$ cat config.mk
export PLATFORM = sky130hd
export DESIGN_NAME = mipsx_decode
export DESIGN_NICKNAME = d
export VERILOG_FILES = /design/src/sv/mipsx_pkg.sv /design/src/sv/mipsx_decode.sv
export SDC_FILE = /design/constraint.sdc
export NUM_CORES = 1
export LEC_CHECK = 0
export ABC_AREA = 1
export BUFFER_PORTS_ARGS = -buffer_cell sky130_fd_sc_hd__buf_2
export CORE_ASPECT_RATIO = 1.5
export CORE_MARGIN = 2
export CORE_UTILIZATION = 36
export DETAILED_ROUTE_END_ITERATION = 6
export GPL_TIMING_DRIVEN = 0
export PLACE_DENSITY = 0.91
export SYNTH_ARGS = -nofsm -noshare
export SYNTH_HDL_FRONTEND = slang
export SYNTH_SLANG_ARGS = --single-unit
$ cat constraint.sdc
create_clock -name vclk -period 3.8
set_clock_uncertainty 0.1 [all_clocks]
set_input_delay 0.76 -clock vclk [all_inputs]
set_output_delay 0.76 -clock vclk [all_outputs]
set_load 0.02 [all_outputs]
$ cat src/sv/mipsx_pkg.sv
// mipsx_pkg: shared types and constants of the mips subset executor
// holds instruction field codes, the decoded operation enum and the decode struct
// no dependencies
package mipsx_pkg;

  localparam int XLEN   = 32;
  localparam int REG_N  = 32;
  localparam int REG_AW = 5;

  // item kinds carried on the input tuser
  localparam logic [1:0] KIND_EXEC    = 2'd0;
  localparam logic [1:0] KIND_PRE_REG = 2'd1;
  localparam logic [1:0] KIND_PRE_MEM = 2'd2;

  // primary opcode and function codes
  localparam logic [5:0] OPC_RTYPE = 6'd0;
  localparam logic [5:0] OPC_LB    = 6'd32;
  localparam logic [5:0] OPC_SB    = 6'd40;
  localparam logic [5:0] FN_ADD    = 6'd32;
  localparam logic [5:0] FN_SUB    = 6'd34;

  typedef enum logic [2:0] {
    OP_NONE,
    OP_PRE_REG,
    OP_PRE_MEM,
    OP_ADD,
    OP_SUB,
    OP_LB,
    OP_SB
  } exec_op_e;

  typedef struct packed {
    exec_op_e          op;
    logic [REG_AW-1:0] rs;
    logic [REG_AW-1:0] rt;
    logic [REG_AW-1:0] dest;
    logic              use_rs;
    logic              use_rt;
    logic              wr;
    logic [XLEN-1:0]   off;
  } dec_t;

endpackage

$ cat src/sv/mipsx_decode.sv
// mipsx_decode: turns an input transaction into a decoded operation
// splits the instruction word into register fields and the sign-extended offset
// depends on mipsx_pkg
module mipsx_decode (
  input  logic [1:0]         kind_i,
  input  logic [31:0]        instruction_i,
  input  logic [9:0]         load_index_i,
  output mipsx_pkg::dec_t    dec_o
);

  logic [5:0] opc;
  logic [5:0] fn;

  assign opc = instruction_i[31:26];
  assign fn  = instruction_i[5:0];

  always_comb begin
    dec_o        = '0;
    dec_o.rs     = instruction_i[25:21];
    dec_o.rt     = instruction_i[20:16];
    dec_o.off    = {{16{instruction_i[15]}}, instruction_i[15:0]};
    dec_o.op     = mipsx_pkg::OP_NONE;
    case (kind_i)
      mipsx_pkg::KIND_EXEC: begin
        if (opc == mipsx_pkg::OPC_RTYPE && fn == mipsx_pkg::FN_ADD) begin
          dec_o.op   = mipsx_pkg::OP_ADD;
          dec_o.dest = instruction_i[15:11];
        end else if (opc == mipsx_pkg::OPC_RTYPE && fn == mipsx_pkg::FN_SUB) begin
          dec_o.op   = mipsx_pkg::OP_SUB;
          dec_o.dest = instruction_i[15:11];
        end else if (opc == mipsx_pkg::OPC_LB) begin
          dec_o.op   = mipsx_pkg::OP_LB;
          dec_o.dest = instruction_i[20:16];
        end else if (opc == mipsx_pkg::OPC_SB) begin
          dec_o.op   = mipsx_pkg::OP_SB;
        end
      end
      mipsx_pkg::KIND_PRE_REG: begin
        // indexes past the register file are dropped
        if (load_index_i[9:5] == 5'd0) begin
          dec_o.op   = mipsx_pkg::OP_PRE_REG;
          dec_o.dest = load_index_i[4:0];
        end
      end
      mipsx_pkg::KIND_PRE_MEM: begin
        dec_o.op = mipsx_pkg::OP_PRE_MEM;
      end
      default: begin
        dec_o.op = mipsx_pkg::OP_NONE;
      end
    endcase
    dec_o.use_rs = dec_o.op inside {mipsx_pkg::OP_ADD, mipsx_pkg::OP_SUB,
                                    mipsx_pkg::OP_LB, mipsx_pkg::OP_SB};
    dec_o.use_rt = dec_o.op inside {mipsx_pkg::OP_ADD, mipsx_pkg::OP_SUB,
                                    mipsx_pkg::OP_SB};
    dec_o.wr     = dec_o.op inside {mipsx_pkg::OP_ADD, mipsx_pkg::OP_SUB,
                                    mipsx_pkg::OP_LB, mipsx_pkg::OP_PRE_REG};
  end

endmodule

==> results of run 1 <==
## cells in the final DEF (no fill, tap or decap)
master,count
nand3_2,5
inv_1,7
buf_2,87
nand2_1,33
o21ai_2,6
a21oi_2,5
buf_6,1
nand4_1,1
nand3b_1,1
nand3_1,3
o21bai_1,1
inv_2,1
or2_1,1
buf_4,43
nor2_2,2
nor2_1,10
a21oi_1,1
## worst paths after layout
| check | cells past startpoint | end | from |
|---|---|---|---|
| worst max-delay path | 9 | dec_o[39] | instruction_i[31] |
| worst min-delay path | 2 | dec_o[49] | instruction_i[25] |
## power by group through the flow
stage	clock network [W]	logic, W	registers (W)
2_1_floorplan	0	0.0000760	0
3_3_place_gp	0	0.000119	0
3_5_place_dp	0	0.000121	0
4_1_cts	0	0.000121	0
5_1_grt	0	0.000131	0
6_report	0	0.000120	0
## synth_stat cells, drive strengths merged
cell type and number:
nor2 12, a21oi 6, buf 44, nand3b 1, or2 1, nand4 1, o21bai 1, nand3 8
inv 8, nand2 33, o21ai 6
## layout make-up
cell class,count,area (µm²)
timing repair buffer,87,435.4
tap,22,27.53
inverter,8,30.03
fill,191,782.0
buffer,44,334.1
multi-input combinational,69,367.9
## routing by layer
layer	global-route usage	vias to the layer above
met4	0	0
met2	0.3103	64
met1	0.1445	400
li1	-	513
met3	0.007519	0
met5	0	-
## per-stage QoR
step            power [W]  hold WS, ps  area, µm²
6_report        0.0001197         1637       1195
5_1_grt         0.0001309         1641       1195
4_1_cts         0.0001210         1638       1195
3_5_place_dp    0.0001208         1638       1195
3_3_place_gp    0.0001190         1637       1195
2_1_floorplan  0.00007603         1533      732.0
## logic make-up (layout without fill, tap and decap cells)
group / after synthesis / count (layout) / synth area share
simple gates: 56 / 56 / 0.3539
compound gates: 13 / 13 / 0.1487
buf+inv: 52 / 139 / 0.4974
==> key figures, run 1 <==
Detailed routing
  – Met1 wire length: between 500 and 600 µm
  – DRC: 0
  – WL final: about 1800 µm
  – Routed length on met2: about 1000 µm
  – Drt first-iter violations: 8
  – Drt wl/cell: 8.000 µm
  – Vias/cell: roughly 4.2
  – Metal3 WL: 269 µm
  – Antenna viol nets, final: 0
  – Router iterations before antenna repair: 4
  – Uppermost layer routed: met3
  – Vias: a little under 1000

Timing
  – Final period util: 0.7310
  – Slew HR: 0.6717
  – Slew Limit Fails: 0
  – RSZ-0062 raised after global routing: no
  – Fin worst setup slack: roughly 1000 ps
  – F_max: between 300 and 400 MHz
  – Final min period: approximately 2800 ps
  – Final hold viol count: 0
  – Setup violators final: 0
  – Worst-Margin Slew: 490.7 ps
  – Setup_tns: 0 ps

Global routing
  – Largest net degree at the start of global routing: 19
  – Total track usage: 0.1461
  – First-pass GRT wire length: 2711 µm
  – Gr ovfl total: 0
  – Initial antenna violation count: 0
  – Number of global-route vias before repair: ~750

Synthesis
  – Avg Cell Area, Syn: 6.049 µm²
  – Yosys top cell by area: buf_4
  – Main area contributors after synthesis: buf_4, nand2_1, o21ai_2
  – Sequential area share after synthesis: 0
  – Mapped cell area: approximately 730 µm²
  – Top cell type's share of synthesized area: 0.4410
  – YS warnings: 0
  – Distinct cells, synth: 16
  – Cells after Synth: between 100 and 150
  – Syn nets: around 170

Clocking
  – Hold_buf cts: 0
  – Cts repair resizes: 0
  – Post-CTS setup buffers: 0

Worst setup path
  – Crit Path Max Fanout: 10
  – Critical Path RT: a little under 3000 ps
  – Crit Path Class: input pin to output pin
  – CP Capture Type: output pin
  – Family with the most delay on the worst path: simple AND/OR/NAND/NOR gates
  – CP cell instances: buf_2 > or2_1 > nor2_2 > nand2_1 > buf_4 > nand3_2 > nand2_1 > o21ai_2 > buf_2
  – Crit start category: input pin
  – Worst path bufs/invs: 3
  – Worst stage delay on the critical path: about 230 ps
  – Max stage delay cell, worst path: or2_1
  – CP Data Arrival Time: between 1500 and 2000 ps

Outcome
  – Outcome: finished clean

Placement
  – GPL Wtd Cong: approximately 0.75
  – Place WS: around 1000 ps
  – Placed insts: 230
  – DP HPWL: 1731 µm
  – Port Buffer Count: a little under 90

Layout
  – Final core utilization: 0.6044
  – Ant diodes: 0
  – Final #Nets: 254
  – Number of clock buffers in the layout: 0
  – Register area: 0 µm²
  – Seq cells: 0
  – Layout cells sized above 1: 0.7212
  – Cell Count, Final, Fillers Out: 230
  – Layout area overhead: 63.25%

Power
  – Worst IR Drop VDD: 0.06571 mV
  – Combinational Power Share: 1.000
  – P_int: 0.00005848 W
  – Psw: a little over 0.00006 W
  – PwrDens: ~100 nW/µm²
  – Net Sw Frac: 0.5115
  – Clock Power Share: 0
  – Fraction of power consumed by sequential logic: 0
  – Leakage: around 0.8 nW

Min path
  – Hold Crit Class: input pin to output pin

Job
  – Max Cap Viol: 0

Floorplan
  – Starting density of the core: 0.3703
  – Total core area: 1977 µm²
  – Die area: around 2400 µm²
  – I/O pin cnt: 97
  – Die X: 40.82 µm
  – Std cell rows: 20
  – Die Ht: between 50 and 60 µm
Note: power is estimated with default switching activity, not from simulation.
==> inputs of run 2 (changes only) <==
--- a/config.mk
+++ b/config.mk
@@ -9,10 +9,10 @@
 export BUFFER_PORTS_ARGS = -buffer_cell sky130_fd_sc_hd__buf_2
 export CORE_ASPECT_RATIO = 1.5
 export CORE_MARGIN = 2
-export CORE_UTILIZATION = 36
+export CORE_UTILIZATION = 30
 export DETAILED_ROUTE_END_ITERATION = 6
 export GPL_TIMING_DRIVEN = 0
-export PLACE_DENSITY = 0.91
+export PLACE_DENSITY = 0.81
 export SYNTH_ARGS = -nofsm -noshare
 export SYNTH_HDL_FRONTEND = slang
 export SYNTH_SLANG_ARGS = --single-unit
==> constraint.sdc (replaced) <==
create_clock -name vclk -period 2.5
set_clock_uncertainty 0.1 [all_clocks]
set_input_delay 0.5 -clock vclk [all_inputs]
set_output_delay 0.5 -clock vclk [all_outputs]
set_load 0.02 [all_outputs]
==> key figures, run 2 (synthesis gave the netlist of run 1 again) <==
Layout
  – Layout area overhead: 63.42% (was 63.25%)
  – Commonest non-fill, non-tap cell in the layout: buf_2 (unchanged)
  – Register area: 0 µm² (unchanged)
  – Layout cells sized above 1: 0.7212 (unchanged)
  – Most frequent cells in the layout: buf_2, buf_4, nand2_1 (unchanged)
  – Ant diodes: 0 (unchanged)
  – Final core utilization: 0.5233 (was 0.6044)
  – Layout fillers: 246 (was 191)
  – Final #Nets: 254 (unchanged)
  – Seq cells: 0 (unchanged)
  – Number of clock buffers in the layout: 0 (unchanged)

Timing
  – Final hold viol count: 0 (unchanged)
  – F_max: between 400 and 500 MHz
  – Final period util: 0.8960
  – Slew Limit Fails: 0 (unchanged)
  – Worst-Margin Slew: 484.9 ps (was 490.7 ps)
  – Final min period: 2240 ps
  – Slew HR: 0.6755 (was 0.6717)
  – Setup_tns: 0 ps (unchanged)
  – Setup violators final: 0 (unchanged)
  – RSZ-0062 raised after global routing: no (unchanged)
  – Hold_ws: 1118 ps (was 1637 ps)

Floorplan
  – Starting density of the core: 0.3202 (was 0.3703)
  – Total core area: 2286 µm² (was 1977 µm²)
  – Std cell rows: 21 (was 20)
  – Die X: 44.33 µm (was 40.82 µm)
  – Die area: 2859 µm² (was 2417 µm²)
  – Die Ht: 64.50 µm (was 59.23 µm)
  – I/O pin cnt: 97 (unchanged)

Detailed routing
  – WL final: 1867 µm (was 1840 µm)
  – Antenna viol nets, final: 0 (unchanged)
  – Drt wl/cell: 8.082 µm (was 8.000 µm)
  – Vias: 957 (was 977)
  – Vias/cell: 4.143 (was 4.248)
  – DRC: 0 (unchanged)
  – Drt first-iter violations: 1 (was 8)
  – Router iterations before antenna repair: 2 (was 4)

Global routing
  – Gr ovfl total: 0 (unchanged)
  – Initial antenna violation count: 0 (unchanged)
  – First-pass GRT wire length: 2739 µm (was 2711 µm)
  – Largest net degree at the start of global routing: 19 (unchanged)
  – Total track usage: 0.1157 (was 0.1461)
  – Number of global-route vias before repair: 740 (was 752)

Worst setup path
  – Crit Path Max Fanout: 10 (unchanged)
  – CP Capture Type: output pin (unchanged)
  – Worst setup startpoint: instruction_i[31] (unchanged)
  – Worst stage delay on the critical path: 230 ps (about the same)
  – Crit Path Class: input pin to output pin (unchanged)
  – CP cell instances: buf_2 > or2_1 > nor2_2 > nand2_1 > buf_4 > nand3_2 > nand2_1 > o21ai_2 > buf_2 (unchanged)
  – Critical Path RT: 1900 ps (was 2940 ps)
  – CP Data Arrival Time: 1640 ps (was 1920 ps)
  – Max stage delay cell, worst path: or2_1 (unchanged)
  – Crit start category: input pin (unchanged)

Power
  – Net Sw Frac: 0.5122 (was 0.5115)
  – P_int: 0.00008888 W (was 0.00005848 W)
  – PwrDens: 152.3 nW/µm² (was 100.2 nW/µm²)
  – Fraction of power consumed by sequential logic: 0 (about the same)
  – Worst IR Drop VDD: 0.07807 mV (was 0.06571 mV)
  – Clock Power Share: 0 (about the same)
  – Leakage: 0.8021 nW (unchanged)
  – Psw: 0.00009334 W (was 0.00006124 W)
  – Combinational Power Share: 1.000 (about the same)

Outcome
  – Outcome: finished clean (unchanged)

Placement
  – GPL Wtd Cong: 0.7187 (was 0.7462)
  – DP HPWL: 1706 µm (was 1731 µm)
  – Port Buffer Count: 87 (unchanged)

Clocking
  – Hold_buf cts: 0 (unchanged)
  – Post-CTS setup buffers: 0 (unchanged)
  – Cts repair resizes: 0 (unchanged)

Min path
  – Hold Crit Class: input pin to output pin (unchanged)
  – Hold_sp: instruction_i[9] (was instruction_i[25])

Job
  – Max Cap Viol: 0 (unchanged)
-- run 2: cell counts in the layout (fill, tap and decap cells not counted) --
No cell type changed its count.
-- run 2: metal layers --
layer  share of wire  global-route usage  vias up
met5               0                   0        -
met1            0.37              0.1361      380
met2            0.49              0.2335       65
met3            0.14            0.002786        0
met4               0                   0        0
li1                -                   -      512
-- run 2: layout make-up --
class	instances	area [µm²]	area share
inverters	8	30.03	0.02510
well taps	23	28.78	0.02406
multi-input cells	69	367.9	0.3075
repair buffers	87	435.4	0.3640
plain buffers	44	334.1	0.2793
-- run 2: per-stage QoR --
step	worst slack, ps	instances	area, µm²	total power [W]
2_1_floorplan	430.8	121	732.0	0.0001156
3_3_place_gp	257.0	231	1196	0.0001815
3_5_place_dp	247.5	231	1196	0.0001840
4_1_cts	246.7	231	1196	0.0001845
5_1_grt	96.43	231	1196	0.0001950
6_report	259.9	231	1196	0.0001822
-- run 2: power by group through the flow --
stage | Sequential [W] | Clock [W] | Combinational [W]
6_report | 0 | 0 | 0.000182
5_1_grt | 0 | 0 | 0.000195
4_1_cts | 0 | 0 | 0.000184
3_5_place_dp | 0 | 0 | 0.000184
3_3_place_gp | 0 | 0 | 0.000182
2_1_floorplan | 0 | 0 | 0.000116
-- run 2: worst paths after layout --
kind                    end  slack [ps]  cells after the start
hold / removal     dec_o[9]        1120                      2
setup / recovery  dec_o[38]         260                      9
-- run 2: worst max-delay path: cells and delay by family --
kind / cells / cell delay [ps]
buffers and inverters: 3 / 460
and+or+nand+nor: 5 / 570
AOI/OAI and AO/OA: 1 / 110
==> inputs of run 3 (changes only) <==
==> constraint.sdc (replaced) <==
create_clock -name vclk -period 2.5
set_clock_uncertainty 0.1 [all_clocks]
set_input_delay 0.625 -clock vclk [all_inputs]
set_output_delay 0.625 -clock vclk [all_outputs]
set_load 0.02 [all_outputs]
==> key figures, run 3 (synthesis gave the netlist of run 1 again) <==
Placement
  – Placed insts: 231 (unchanged)
  – Place WS: -2.509 ps (was 247.5 ps)
  – GPL Wtd Cong: 0.7187 (unchanged)
  – DP HPWL: 1706 µm (unchanged)
  – Port Buffer Count: 87 (unchanged)
  – Placed Instance Area: 1196 µm² (unchanged)

Min path
  – Hold Crit Class: input pin to output pin (unchanged)

Layout
  – Number of clock buffers in the layout: 0 (unchanged)
  – Final #Nets: 257 (was 254)
  – Layout cells sized above 1: 0.8057 (was 0.7212)
  – Commonest non-fill, non-tap cell in the layout: buf_2 (unchanged)
  – Final instance area: 1403 µm² (was 1196 µm²)
  – Final core utilization: 0.6136 (was 0.5233)
  – Ant diodes: 0 (unchanged)
  – Layout area overhead: 91.62% (was 63.42%)
  – Cell Count, Final, Fillers Out: 234 (was 231)
  – Seq cells: 0 (unchanged)
  – Most frequent cells in the layout: buf_2, buf_4, nand2_1 (unchanged)
  – Register area: 0 µm² (unchanged)

Timing
  – RSZ-0062 raised after global routing: yes (was no)
  – Final min period: 2471 ps (was 2240 ps)
  – Final period util: 0.9883 (was 0.8960)
  – Final hold viol count: 0 (unchanged)
  – Hold_ws: 1368 ps (was 1118 ps)
  – Slew HR: 0.7641 (was 0.6755)
  – Worst-Margin Slew: 353.5 ps (was 484.9 ps)
  – Slew Limit Fails: 0 (unchanged)
  – Fin worst setup slack: 29.17 ps (was 259.9 ps)
  – F_max: 404.7 MHz (was 446.4 MHz)
  – Setup violators final: 0 (unchanged)

Global routing
  – First-pass GRT wire length: 2739 µm (unchanged)
  – Largest net degree at the start of global routing: 19 (unchanged)
  – Gr ovfl total: 0 (unchanged)
  – Number of global-route vias before repair: 740 (unchanged)
  – Total track usage: 0.1157 (unchanged)
  – Initial antenna violation count: 0 (unchanged)

Power
  – Fraction of power consumed by sequential logic: 0 (about the same)
  – PwrDens: 140.7 nW/µm² (was 152.3 nW/µm²)
  – Net Sw Frac: 0.5110 (was 0.5122)
  – Psw: 0.0001009 W (was 0.00009334 W)
  – Leakage: 0.8859 nW (was 0.8021 nW)
  – Clock Power Share: 0 (about the same)
  – P_int: 0.00009652 W (was 0.00008888 W)
  – Worst IR Drop VDD: 0.09260 mV (was 0.07807 mV)
  – Combinational Power Share: 1.000 (about the same)

Clocking
  – Hold_buf cts: 0 (unchanged)

Floorplan
  – Die area: 2859 µm² (unchanged)
  – Die X: 44.33 µm (unchanged)
  – Starting density of the core: 0.3202 (unchanged)
  – Total core area: 2286 µm² (unchanged)
  – I/O pin cnt: 97 (unchanged)
  – Std cell rows: 21 (unchanged)
  – Die Ht: 64.50 µm (unchanged)

Worst setup path
  – Critical Path RT: 1770 ps (was 1900 ps)
  – CP Data Arrival Time: 1750 ps (was 1640 ps)
  – CP Capture Type: output pin (unchanged)
  – Crit start category: input pin (unchanged)
  – Crit Path Max Fanout: 5 (was 10)
  – Crit Path Class: input pin to output pin (unchanged)

Detailed routing
  – DRC: 0 (unchanged)
  – Vias: 995 (was 957)
  – Drt wl/cell: 9.338 µm (was 8.082 µm)
  – Router iterations before antenna repair: 2 (unchanged)
  – Antenna viol nets, final: 0 (unchanged)
  – Vias/cell: 4.252 (was 4.143)
  – Drt first-iter violations: 1 (unchanged)
  – WL final: 2185 µm (was 1867 µm)

Job
  – Max Cap Viol: 0 (unchanged)

Outcome
  – Outcome: finished clean (unchanged)
[run 3: repair_timing]
item | 4_1_cts | 5_1_grt
gates cloned | 0 | 2
endpoints found under the hold margin | 0 | 0
setup buffers | 0 | 1
gates resized for setup | 2 | 41
setup endpoints to repair | 2 | 8
pin swaps | 0 | 12
[run 3: final cells by class]
| type | instances | area, µm² |
|---|---|---|
| multi-input combinational | 69 | 447.9 |
| fill | 217 | 883.3 |
| tap | 23 | 28.78 |
| inverter | 8 | 30.03 |
| buffer | 44 | 345.3 |
| timing repair buffer | 90 | 550.5 |
[run 3: critical path, stage by stage]
cell	delay, ps
buf_6	90
or2_4	240
nor2_4	140
nand2_4	100
clkbuf_16	180
a21oi_2	140
o21ai_2	70
buf_4	150
[run 3: power by group through the flow]
stage | registers [W] | clock network, W | logic, W
global route | 0 | 0 | 0.000210
global placement | 0 | 0 | 0.000182
finish | 0 | 0 | 0.000197
detailed placement | 0 | 0 | 0.000184
CTS | 0 | 0 | 0.000185
floorplan | 0 | 0 | 0.000116
[run 3: metrics by stage]
stage                     setup TNS (ps)  total power, W
final                                  0       0.0001974
after detailed placement          -2.748       0.0001840
after CTS                              0       0.0001846
after floorplan                        0       0.0001156
after global routing              -288.2       0.0002099
after global placement                 0       0.0001815
[run 3: layer usage]
| metal | vias to the layer above | wire length (µm) | track usage |
|---|---|---|---|
| met3 | 0 | 253 | 0.002786 |
| met1 | 414 | 709 | 0.1361 |
| met5 | - | 0 | 0 |
| li1 | 516 | - | - |
| met2 | 65 | 1222 | 0.2335 |
| met4 | 0 | 0 | 0 |
[run 3: worst paths after layout]
| kind | start | end | slack, ps | cells after the start |
|---|---|---|---|---|
| max | instruction_i[30] | dec_o[35] | 30 | 8 |
| min | instruction_i[9] | dec_o[9] | 1370 | 2 |
